[src/rtl/timeout_slot_table_defines.svh]
// ---------------------------------------------------------------------------
// Timeout slot table assertion macros
// Concurrent assertion helpers used by the datapath (tst_dp).
// ---------------------------------------------------------------------------
`ifndef TIMEOUT_SLOT_TABLE_DEFINES_SVH
`define TIMEOUT_SLOT_TABLE_DEFINES_SVH
`ifndef ASSERT_OFF
`define TST_ASSERT(lbl, clk, rst, prop, msg) \
   lbl: assert property (@(posedge clk) disable iff (rst) prop) else $error(msg);
`define TST_ASSERT_ALWAYS(lbl, clk, prop, msg) \
   lbl: assert property (@(posedge clk) prop) else $error(msg);
`else
`define TST_ASSERT(lbl, clk, rst, prop, msg)
`define TST_ASSERT_ALWAYS(lbl, clk, prop, msg)
`endif
`endif

[src/rtl/tst_pkg.sv]
// ---------------------------------------------------------------------------
// Timeout slot table package
// Field widths, codes, state type and controller/datapath interface structs.
// ---------------------------------------------------------------------------
package tst_pkg;

   localparam int NUM_SLOTS_DEF = 16;
   localparam int SLOT_W        = 4;
   localparam int MAX_SCAN      = 16;
   localparam int TIME_W        = 48;
   localparam int DELAY_W       = 32;
   localparam int TAG_W         = 16;
   localparam int REM_W         = 32;
   localparam int ACTION_W      = 2;
   localparam int KIND_W        = 2;

   typedef enum logic [ACTION_W-1:0] {
      ACT_SCHEDULE = 2'd0,
      ACT_CANCEL   = 2'd1,
      ACT_CHECK    = 2'd2,
      ACT_QUERY    = 2'd3
   } action_type;

   typedef enum logic [KIND_W-1:0] {
      KIND_ACK  = 2'd0,
      KIND_DUE  = 2'd1,
      KIND_LEFT = 2'd2
   } kind_type;

   typedef enum logic [1:0] {
      ST_IDLE,
      ST_EXEC,
      ST_SCAN,
      ST_FINISH
   } state_type;

   typedef struct packed {
      logic load;
      logic exec;
      logic scan;
      logic finish;
   } cmd_type;

   typedef struct packed {
      logic new_check;
      logic out_free;
      logic scan_blocked;
      logic scan_last;
   } sts_type;

endpackage

[src/rtl/tst_ctrl.sv]
// ---------------------------------------------------------------------------
// Timeout slot table controller
// Sequences one item at a time: single-result actions or a slot scan.
// ---------------------------------------------------------------------------
module tst_ctrl
   import tst_pkg::*;
(
   input  logic    clock,
   input  logic    reset,
   input  logic    req_valid,
   output logic    req_stall,
   input  sts_type sts,
   output cmd_type cmd
);

   state_type state_ff, state_in;

   always_ff @(posedge clock) begin
      if (reset) begin
         state_ff <= ST_IDLE;
      end else begin
         state_ff <= state_in;
      end
   end

   always_comb begin
      state_in = state_ff;
      case (state_ff)
         ST_IDLE: begin
            if (req_valid) begin
               state_in = sts.new_check ? ST_SCAN : ST_EXEC;
            end
         end
         ST_EXEC: begin
            if (sts.out_free) begin
               state_in = ST_IDLE;
            end
         end
         ST_SCAN: begin
            if (!sts.scan_blocked && sts.scan_last) begin
               state_in = ST_FINISH;
            end
         end
         ST_FINISH: begin
            if (sts.out_free) begin
               state_in = ST_IDLE;
            end
         end
         default: state_in = ST_IDLE;
      endcase
   end

   always_comb begin
      cmd       = '0;
      req_stall = 1'b1;
      case (state_ff)
         ST_IDLE: begin
            req_stall = 1'b0;
            cmd.load  = req_valid;
         end
         ST_EXEC:   cmd.exec   = sts.out_free;
         ST_SCAN:   cmd.scan   = 1'b1;
         ST_FINISH: cmd.finish = sts.out_free;
         default:   cmd        = '0;
      endcase
   end

endmodule

[src/rtl/tst_dp.sv]
// ---------------------------------------------------------------------------
// Timeout slot table datapath
// Slot storage, deadline arithmetic, scan counter and result register.
// ---------------------------------------------------------------------------
`include "timeout_slot_table_defines.svh"

module tst_dp
   import tst_pkg::*;
#(
   parameter int NUM_SLOTS = NUM_SLOTS_DEF
) (
   input  logic                clock,
   input  logic                reset,
   input  cmd_type             cmd,
   output sts_type             sts,
   input  logic [ACTION_W-1:0] req_action,
   input  logic [TIME_W-1:0]   req_now_us,
   input  logic [SLOT_W-1:0]   req_slot,
   input  logic [DELAY_W-1:0]  req_delay_us,
   input  logic [TAG_W-1:0]    req_tag,
   output logic                rsp_valid,
   input  logic                rsp_stall,
   output logic [KIND_W-1:0]   rsp_result_kind,
   output logic                rsp_status,
   output logic [SLOT_W-1:0]   rsp_due_slot,
   output logic [TAG_W-1:0]    rsp_due_tag,
   output logic [REM_W-1:0]    rsp_remaining_us,
   output logic                rsp_last
);

   localparam int SCAN = (NUM_SLOTS < MAX_SCAN) ? NUM_SLOTS : MAX_SCAN;
   localparam int IW   = (SCAN > 1) ? $clog2(SCAN) : 1;

   action_type               act_ff;
   logic [TIME_W-1:0]        now_ff;
   logic [SLOT_W-1:0]        slot_ff;
   logic [DELAY_W-1:0]       delay_ff;
   logic [TAG_W-1:0]         tag_ff;

   logic [IW-1:0]            cnt_ff;
   logic                     pend_valid_ff;
   logic [SLOT_W-1:0]        pend_slot_ff;
   logic [TAG_W-1:0]         pend_tag_ff;

   logic [SCAN-1:0]          active_ff;
   logic [TIME_W-1:0]        deadline_ff [SCAN];
   logic [TAG_W-1:0]         stag_ff     [SCAN];

   logic                     rsp_valid_ff;
   kind_type                 rsp_kind_ff;
   logic                     rsp_status_ff;
   logic [SLOT_W-1:0]        rsp_slot_ff;
   logic [TAG_W-1:0]         rsp_tag_ff;
   logic [REM_W-1:0]         rsp_rem_ff;
   logic                     rsp_last_ff;

   logic                     out_free;
   logic                     in_range;
   logic [IW-1:0]            rd_idx;
   logic                     rd_active;
   logic [TIME_W-1:0]        rd_deadline;
   logic [TAG_W-1:0]         rd_tag;
   logic [TIME_W-1:0]        diff;
   logic [TIME_W-1:0]        left;
   logic                     passed;
   logic [REM_W-1:0]         rem_sat;
   logic                     hit;
   logic                     scan_blocked;
   logic                     scan_last;

   logic                     emit;
   kind_type                 e_kind;
   logic                     e_status;
   logic [SLOT_W-1:0]        e_slot;
   logic [TAG_W-1:0]         e_tag;
   logic [REM_W-1:0]         e_rem;
   logic                     e_last;

   assign out_free     = !rsp_valid_ff || !rsp_stall;
   assign in_range     = {1'b0, slot_ff} < (SLOT_W+1)'(SCAN);
   assign rd_idx       = cmd.scan ? cnt_ff : slot_ff[IW-1:0];
   assign rd_active    = active_ff[rd_idx];
   assign rd_deadline  = deadline_ff[rd_idx];
   assign rd_tag       = stag_ff[rd_idx];
   // wrapping compare: passed when (now - deadline) lies in the lower half
   assign diff         = now_ff - rd_deadline;
   assign passed       = !diff[TIME_W-1];
   assign left         = rd_deadline - now_ff;
   assign rem_sat      = (|left[TIME_W-1:REM_W]) ? '1 : left[REM_W-1:0];
   assign hit          = rd_active && passed;
   assign scan_blocked = hit && pend_valid_ff && !out_free;
   assign scan_last    = cnt_ff == IW'(SCAN - 1);

   assign sts.new_check    = req_action == ACT_CHECK;
   assign sts.out_free     = out_free;
   assign sts.scan_blocked = scan_blocked;
   assign sts.scan_last    = scan_last;

   always_comb begin
      emit     = 1'b0;
      e_kind   = KIND_ACK;
      e_status = 1'b0;
      e_slot   = '0;
      e_tag    = '0;
      e_rem    = '0;
      e_last   = 1'b0;
      if (cmd.exec) begin
         emit   = 1'b1;
         e_slot = slot_ff;
         e_last = 1'b1;
         case (act_ff)
            ACT_SCHEDULE: e_status = !in_range;
            ACT_CANCEL:   e_status = !(in_range && rd_active);
            ACT_QUERY: begin
               e_kind = KIND_LEFT;
               if (in_range && rd_active) begin
                  e_tag = rd_tag;
                  e_rem = passed ? '0 : rem_sat;
               end else begin
                  e_status = 1'b1;
               end
            end
            default: e_status = 1'b1;
         endcase
      end else if (cmd.scan) begin
         if (hit && pend_valid_ff && out_free) begin
            emit   = 1'b1;
            e_kind = KIND_DUE;
            e_slot = pend_slot_ff;
            e_tag  = pend_tag_ff;
         end
      end else if (cmd.finish) begin
         emit   = 1'b1;
         e_kind = KIND_DUE;
         e_last = 1'b1;
         if (pend_valid_ff) begin
            e_slot = pend_slot_ff;
            e_tag  = pend_tag_ff;
         end else begin
            e_status = 1'b1;
         end
      end
   end

   always_ff @(posedge clock) begin
      if (cmd.load) begin
         act_ff   <= action_type'(req_action);
         now_ff   <= req_now_us;
         slot_ff  <= req_slot;
         delay_ff <= req_delay_us;
         tag_ff   <= req_tag;
      end
      if (cmd.exec && in_range && act_ff == ACT_SCHEDULE) begin
         deadline_ff[slot_ff[IW-1:0]] <= now_ff + TIME_W'(delay_ff);
         stag_ff[slot_ff[IW-1:0]]     <= tag_ff;
      end
      if (cmd.scan && !scan_blocked && hit) begin
         pend_slot_ff <= SLOT_W'(cnt_ff);
         pend_tag_ff  <= rd_tag;
      end
      if (emit) begin
         rsp_kind_ff   <= e_kind;
         rsp_status_ff <= e_status;
         rsp_slot_ff   <= e_slot;
         rsp_tag_ff    <= e_tag;
         rsp_rem_ff    <= e_rem;
         rsp_last_ff   <= e_last;
      end
   end

   always_ff @(posedge clock) begin
      if (reset) begin
         active_ff     <= '0;
         cnt_ff        <= '0;
         pend_valid_ff <= 1'b0;
         rsp_valid_ff  <= 1'b0;
      end else begin
         if (cmd.exec && in_range) begin
            if (act_ff == ACT_SCHEDULE) begin
               active_ff[slot_ff[IW-1:0]] <= 1'b1;
            end else if (act_ff == ACT_CANCEL) begin
               active_ff[slot_ff[IW-1:0]] <= 1'b0;
            end
         end
         if (cmd.load) begin
            cnt_ff        <= '0;
            pend_valid_ff <= 1'b0;
         end else if (cmd.scan && !scan_blocked) begin
            cnt_ff <= cnt_ff + 1'b1;
            if (hit) begin
               pend_valid_ff <= 1'b1;
            end
         end
         if (emit) begin
            rsp_valid_ff <= 1'b1;
         end else if (!rsp_stall) begin
            rsp_valid_ff <= 1'b0;
         end
      end
   end

   assign rsp_valid        = rsp_valid_ff;
   assign rsp_result_kind  = rsp_kind_ff;
   assign rsp_status       = rsp_status_ff;
   assign rsp_due_slot     = rsp_slot_ff;
   assign rsp_due_tag      = rsp_tag_ff;
   assign rsp_remaining_us = rsp_rem_ff;
   assign rsp_last         = rsp_last_ff;

   `TST_ASSERT(a_cmd_onehot, clock, reset, $onehot0({cmd.load, cmd.exec, cmd.scan, cmd.finish}), "more than one command active")
   `TST_ASSERT(a_load_clears, clock, reset, cmd.load |=> (!pend_valid_ff && cnt_ff == '0), "scan state not cleared on load")
   `TST_ASSERT(a_mid_is_due, clock, reset, (rsp_valid_ff && !rsp_last_ff) |-> (rsp_kind_ff == KIND_DUE), "non-final item that is not a due result")
   `TST_ASSERT(a_emit_free, clock, reset, emit |-> out_free, "result written over a waiting item")

endmodule

[src/rtl/timeout_slot_table.sv]
// ---------------------------------------------------------------------------
// Timeout slot table
// Table of timeout slots with schedule, cancel, due check and time-left query.
// ---------------------------------------------------------------------------
// Items are handled one at a time. Schedule, cancel and query are loaded
// and then executed once the output register is free. Check walks
// min(NUM_SLOTS,16) slots one per cycle, but pauses while a new due slot
// meets a pending one and the output register is full; a due slot is held
// in a pending register so the final result carries last. A new item may
// be accepted while the previous result still waits in the output register.
module timeout_slot_table
   import tst_pkg::*;
#(
   parameter int NUM_SLOTS = NUM_SLOTS_DEF
) (
   input  logic                clock,
   input  logic                reset,
   input  logic                req_valid,
   output logic                req_stall,
   input  logic [ACTION_W-1:0] req_action,
   input  logic [TIME_W-1:0]   req_now_us,
   input  logic [SLOT_W-1:0]   req_slot,
   input  logic [DELAY_W-1:0]  req_delay_us,
   input  logic [TAG_W-1:0]    req_tag,
   output logic                rsp_valid,
   input  logic                rsp_stall,
   output logic [KIND_W-1:0]   rsp_result_kind,
   output logic                rsp_status,
   output logic [SLOT_W-1:0]   rsp_due_slot,
   output logic [TAG_W-1:0]    rsp_due_tag,
   output logic [REM_W-1:0]    rsp_remaining_us,
   output logic                rsp_last
);

   cmd_type cmd;
   sts_type sts;

   tst_ctrl u_ctrl (
      .clock     (clock),
      .reset     (reset),
      .req_valid (req_valid),
      .req_stall (req_stall),
      .sts       (sts),
      .cmd       (cmd)
   );

   tst_dp #(
      .NUM_SLOTS (NUM_SLOTS)
   ) u_dp (
      .clock            (clock),
      .reset            (reset),
      .cmd              (cmd),
      .sts              (sts),
      .req_action       (req_action),
      .req_now_us       (req_now_us),
      .req_slot         (req_slot),
      .req_delay_us     (req_delay_us),
      .req_tag          (req_tag),
      .rsp_valid        (rsp_valid),
      .rsp_stall        (rsp_stall),
      .rsp_result_kind  (rsp_result_kind),
      .rsp_status       (rsp_status),
      .rsp_due_slot     (rsp_due_slot),
      .rsp_due_tag      (rsp_due_tag),
      .rsp_remaining_us (rsp_remaining_us),
      .rsp_last         (rsp_last)
   );

endmodule
[config.mk]
export PLATFORM = sky130hd
export DESIGN_NAME = timeout_slot_table
export DESIGN_NICKNAME = d
export VERILOG_FILES = /design/src/rtl/tst_pkg.sv /design/src/rtl/tst_ctrl.sv /design/src/rtl/tst_dp.sv /design/src/rtl/timeout_slot_table.sv
export VERILOG_INCLUDE_DIRS = /design/src /design/src/rtl
export SDC_FILE = /design/constraint.sdc
export NUM_CORES = 2
export LEC_CHECK = 0
export ABC_AREA = 1
export ABC_CLOCK_PERIOD_IN_PS = 20900
export BUFFER_PORTS_ARGS = -buffer_cell sky130_fd_sc_hd__buf_2
export CAP_MARGIN = 20
export CORE_AREA = 2 2 403 305
export DETAILED_ROUTE_END_ITERATION = 8
export DIE_AREA = 0 0 405 307
export HOLD_SLACK_MARGIN = 0.15
export PLACE_DENSITY_LB_ADDON = 0.25
export RECOVER_POWER = 50
export SLEW_MARGIN = 20
export SYNTH_ARGS = -nofsm -noshare
export SYNTH_HDL_FRONTEND = slang
export SYNTH_SLANG_ARGS = --single-unit
[constraint.sdc]
create_clock -name clock -period 20.9 [get_ports clock]
set_input_delay 2.09 -clock clock [delete_from_list [all_inputs] [get_ports clock]]
set_output_delay 2.09 -clock clock [all_outputs]
set_load 0.03 [all_outputs]
==> metrics <==
outcome=finished, violations left; failing checks=capacitance limit, slew limit; # IOs=164; setup TNS=0 ns; Clock Root Buffer=clkbuf_16; Max-Cap Viols=9; Clock Path Buffers=3; Pwr per Cell Area=108 mW/mm2; path type of the worst min-delay path=reg -> reg; Antenna Nets Post-Route=0; Port Buf Inserts=163; sequential share of the synthesized area=67.8%; post-DP HPWL=95200 um; number of DRC markers in iteration 0=4769; final hold violation count=0; Max stage delay on crit path=3.02 ns; Yosys top cell by area=edfxtp_1; Initial Util=44.6%; Synth Cell Area=0.0540 mm2; DIE WIDTH=405 um; RSZ-0062 raised after global routing=false; drt pass-1 iters=8; fin crit share=54.4%; Die ar.=0.124 mm2; cts bufs inserted=118; die height=307 um; initial antenna violation count=4; top_reg_cell synth=edfxtp_1; most frequent cell after synthesis=edfxtp_1; CTS tree=built; Filler cells=10606; Routed WL per cell=24.6 um; Design Area, Final=0.0603 mm2; EDFF count, synth=1202; WL final=159000 um; CP endpoint kind=flop; GRT Residual Overflow=0; share of the synthesized area in the top cell type=66.9%; peak supply drop=0.0769 mV; htree depth=3; Slowest cell on crit path=clkbuf_1; DR vias=37258; first-pass GRT wire length=232000 um; global placement routability congestion=1.07; row count=111; CP max FO=95; CTS sink count=1226; CTS resizes=0; hold buffers post-CTS=0; top post-synthesis cells by area=edfxtp_1 (67%), o21ai_0 (5.1%), nor2_1 (4.8%); number of vias per cell=5.76; Max Freq=88.0 MHz; YS warnings=0; final setup violating endpoints=0; vias in the first global route=34548; area growth from synthesis to layout=11.8%; commonest cells in the netlist=edfxtp_1 (1202), nor2_1 (697), o21ai_0 (551); share of cells above drive strength 1=7.36%; worst path arrival time=11.75 ns; worst-case headroom to the max-slew limit=-179%; Synth async-reset ratio=0%; Mapped Nets=4839; overall routing resource usage=25.2%; pin count of the biggest net entering global routing=191; Cells after Synth=4604; Leakage Power=21.0 nW; Area after DPL=0.0567 mm2; Post-CTS Setup Inserts=0; Worst-Skew Late Latency=0.76 ns; Final min period=11.36 ns; Distinct cells, synth=52; worst slew pin tran=4.19 ns; Req. time, crit path=21.28 ns; crit path kind=reg -> reg; syn_area_per_cell=11.7 um2; CP most frequent cell=nand2_1; Power Total=6.53 mW; nets@finish=4971; Seq cells post-synth=1226; core area=0.121 mm2; Worst-path clk slew=0.06 ns; drt drc=0; Slew Limit Fails=340; CP startpoint kind=flop; final clock skew=0.0734 ns
==> worst paths after layout <==
| check | start | to | slack [ns] | cells past startpoint |
|---|---|---|---|---|
| setup / recovery | u_ctrl.state_ff[1] | u_dp.rsp_remaining_us[30] | 9.54 | 25 |
| hold reg to reg | u_dp.cnt_ff[3] | u_dp.pend_slot_ff[3] | 0.46 | 0 |
| hold / removal | u_dp.cnt_ff[3] | u_dp.pend_slot_ff[3] | 0.46 | 0 |
| setup reg to reg | u_ctrl.state_ff[1] | u_dp.rsp_remaining_us[30] | 9.54 | 25 |
==> cell type report <==
| cell class | instances | area [um2] | area share (%) |
|---|---|---|---|
| Sequential cell | 1226 | 36600 | 60.6 |
| Tap cell | 1638 | 2050 | 3.40 |
| Timing Repair Buffer | 247 | 1300 | 2.16 |
| Clock buffer | 154 | 3120 | 5.17 |
| Inverter | 330 | 1250 | 2.07 |
| Clock inverter | 64 | 727 | 1.21 |
| Antenna cell | 1 | 2.50 | 0.00415 |
| Multi-Input combinational cell | 2813 | 15300 | 25.4 |
==> flip-flops by register name, indices dropped and copies added, names as in the netlist, 2 cells and up, named ones only <==
signal,count
u_ctrl.state_ff,2
u_dp.rsp_remaining_us,32
u_dp.pend_slot_ff,4
u_dp.rsp_result_kind,2
u_dp.act_ff,2
u_dp.delay_ff,32
u_dp.deadline_ff,768
u_dp.rsp_due_slot,4
u_dp.slot_ff,4
u_dp.tag_ff,16
u_dp.rsp_due_tag,16
u_dp.pend_tag_ff,16
u_dp.cnt_ff,4
u_dp.now_ff,48
u_dp.stag_ff,256
==> layer usage <==
layer  routed length [um]  GRT usage (%)  up-vias
li1                     -              -    16926
met1                71000           38.2    18359
met2                69100           37.3     1735
met3                14900           4.20      238
met4                 4240           6.88        0
met5                    0              0        -
==> placed cells by master (no fill, tap or decap), types with 4 or more instances in the layout <==
cell type	Yosys	routed
a21oi_1	161	161
a31oi_1	13	13
a32o_1	6	6
buf_12	0	5
buf_2	46	84
buf_4	12	50
bufinv_16	0	11
clkbuf_1	170	141
clkbuf_16	0	118
clkinv_1	0	27
clkinv_16	0	5
clkinv_2	0	13
clkinvlp_4	0	4
dfxtp_1	24	24
edfxtp_1	1202	1202
ha_1	127	127
inv_1	326	324
nand2_1	539	539
nand2_2	8	7
nand3_1	102	102
nand3_2	5	5
nand4_1	57	57
nor2_1	697	685
nor2_4	0	14
nor3_1	16	12
nor3_2	1	5
nor4_1	6	6
o211ai_1	131	131
o21a_1	9	9
o21ai_0	551	553
o21ai_1	10	7
o21ai_2	6	5
o21bai_1	15	15
o221ai_1	122	122
o22ai_1	123	123
xnor2_1	31	31
xor2_1	46	44
==> power breakdown <==
part / internal (mW) / leakage [nW] / switching, mW
Combinational: 0.374 / 8.05 / 1.10
Sequential: 2.90 / 11.1 / 0.0424
Clock: 1.19 / 1.84 / 0.931
==> stage by stage <==
stage	std cells	hold WS, ns	worst slack, ns	util (%)
after floorplan	4604	0.430	12.72	-
after global placement	6253	0.446	12.89	46.9
after detailed placement	6253	0.451	12.80	46.9
after CTS	6471	0.463	12.77	50.1
after global routing	6472	0.475	8.57	49.9
final	6473	0.460	9.54	49.9
==> worst max-delay path: cells and delay by family, from the launching register on <==
family | cells | cell delay, ns
compound gates | 3 | 0.50
simple gates | 15 | 3.80
flops | 1 | 0.60
buf+inv | 6 | 5.50
fa+ha+maj | 1 | 0.38
==> cells by family after synthesis <==
kind of cell,share of synthesized area [%]
AOI/OAI and AO/OA,12.8
and+or+nand+nor,11.0
adders and majority gates,3.02
xor gates and xnor gates,1.25
DFF,67.8
buffers and inverters,4.20
Note: power is estimated with default switching activity, not from simulation.
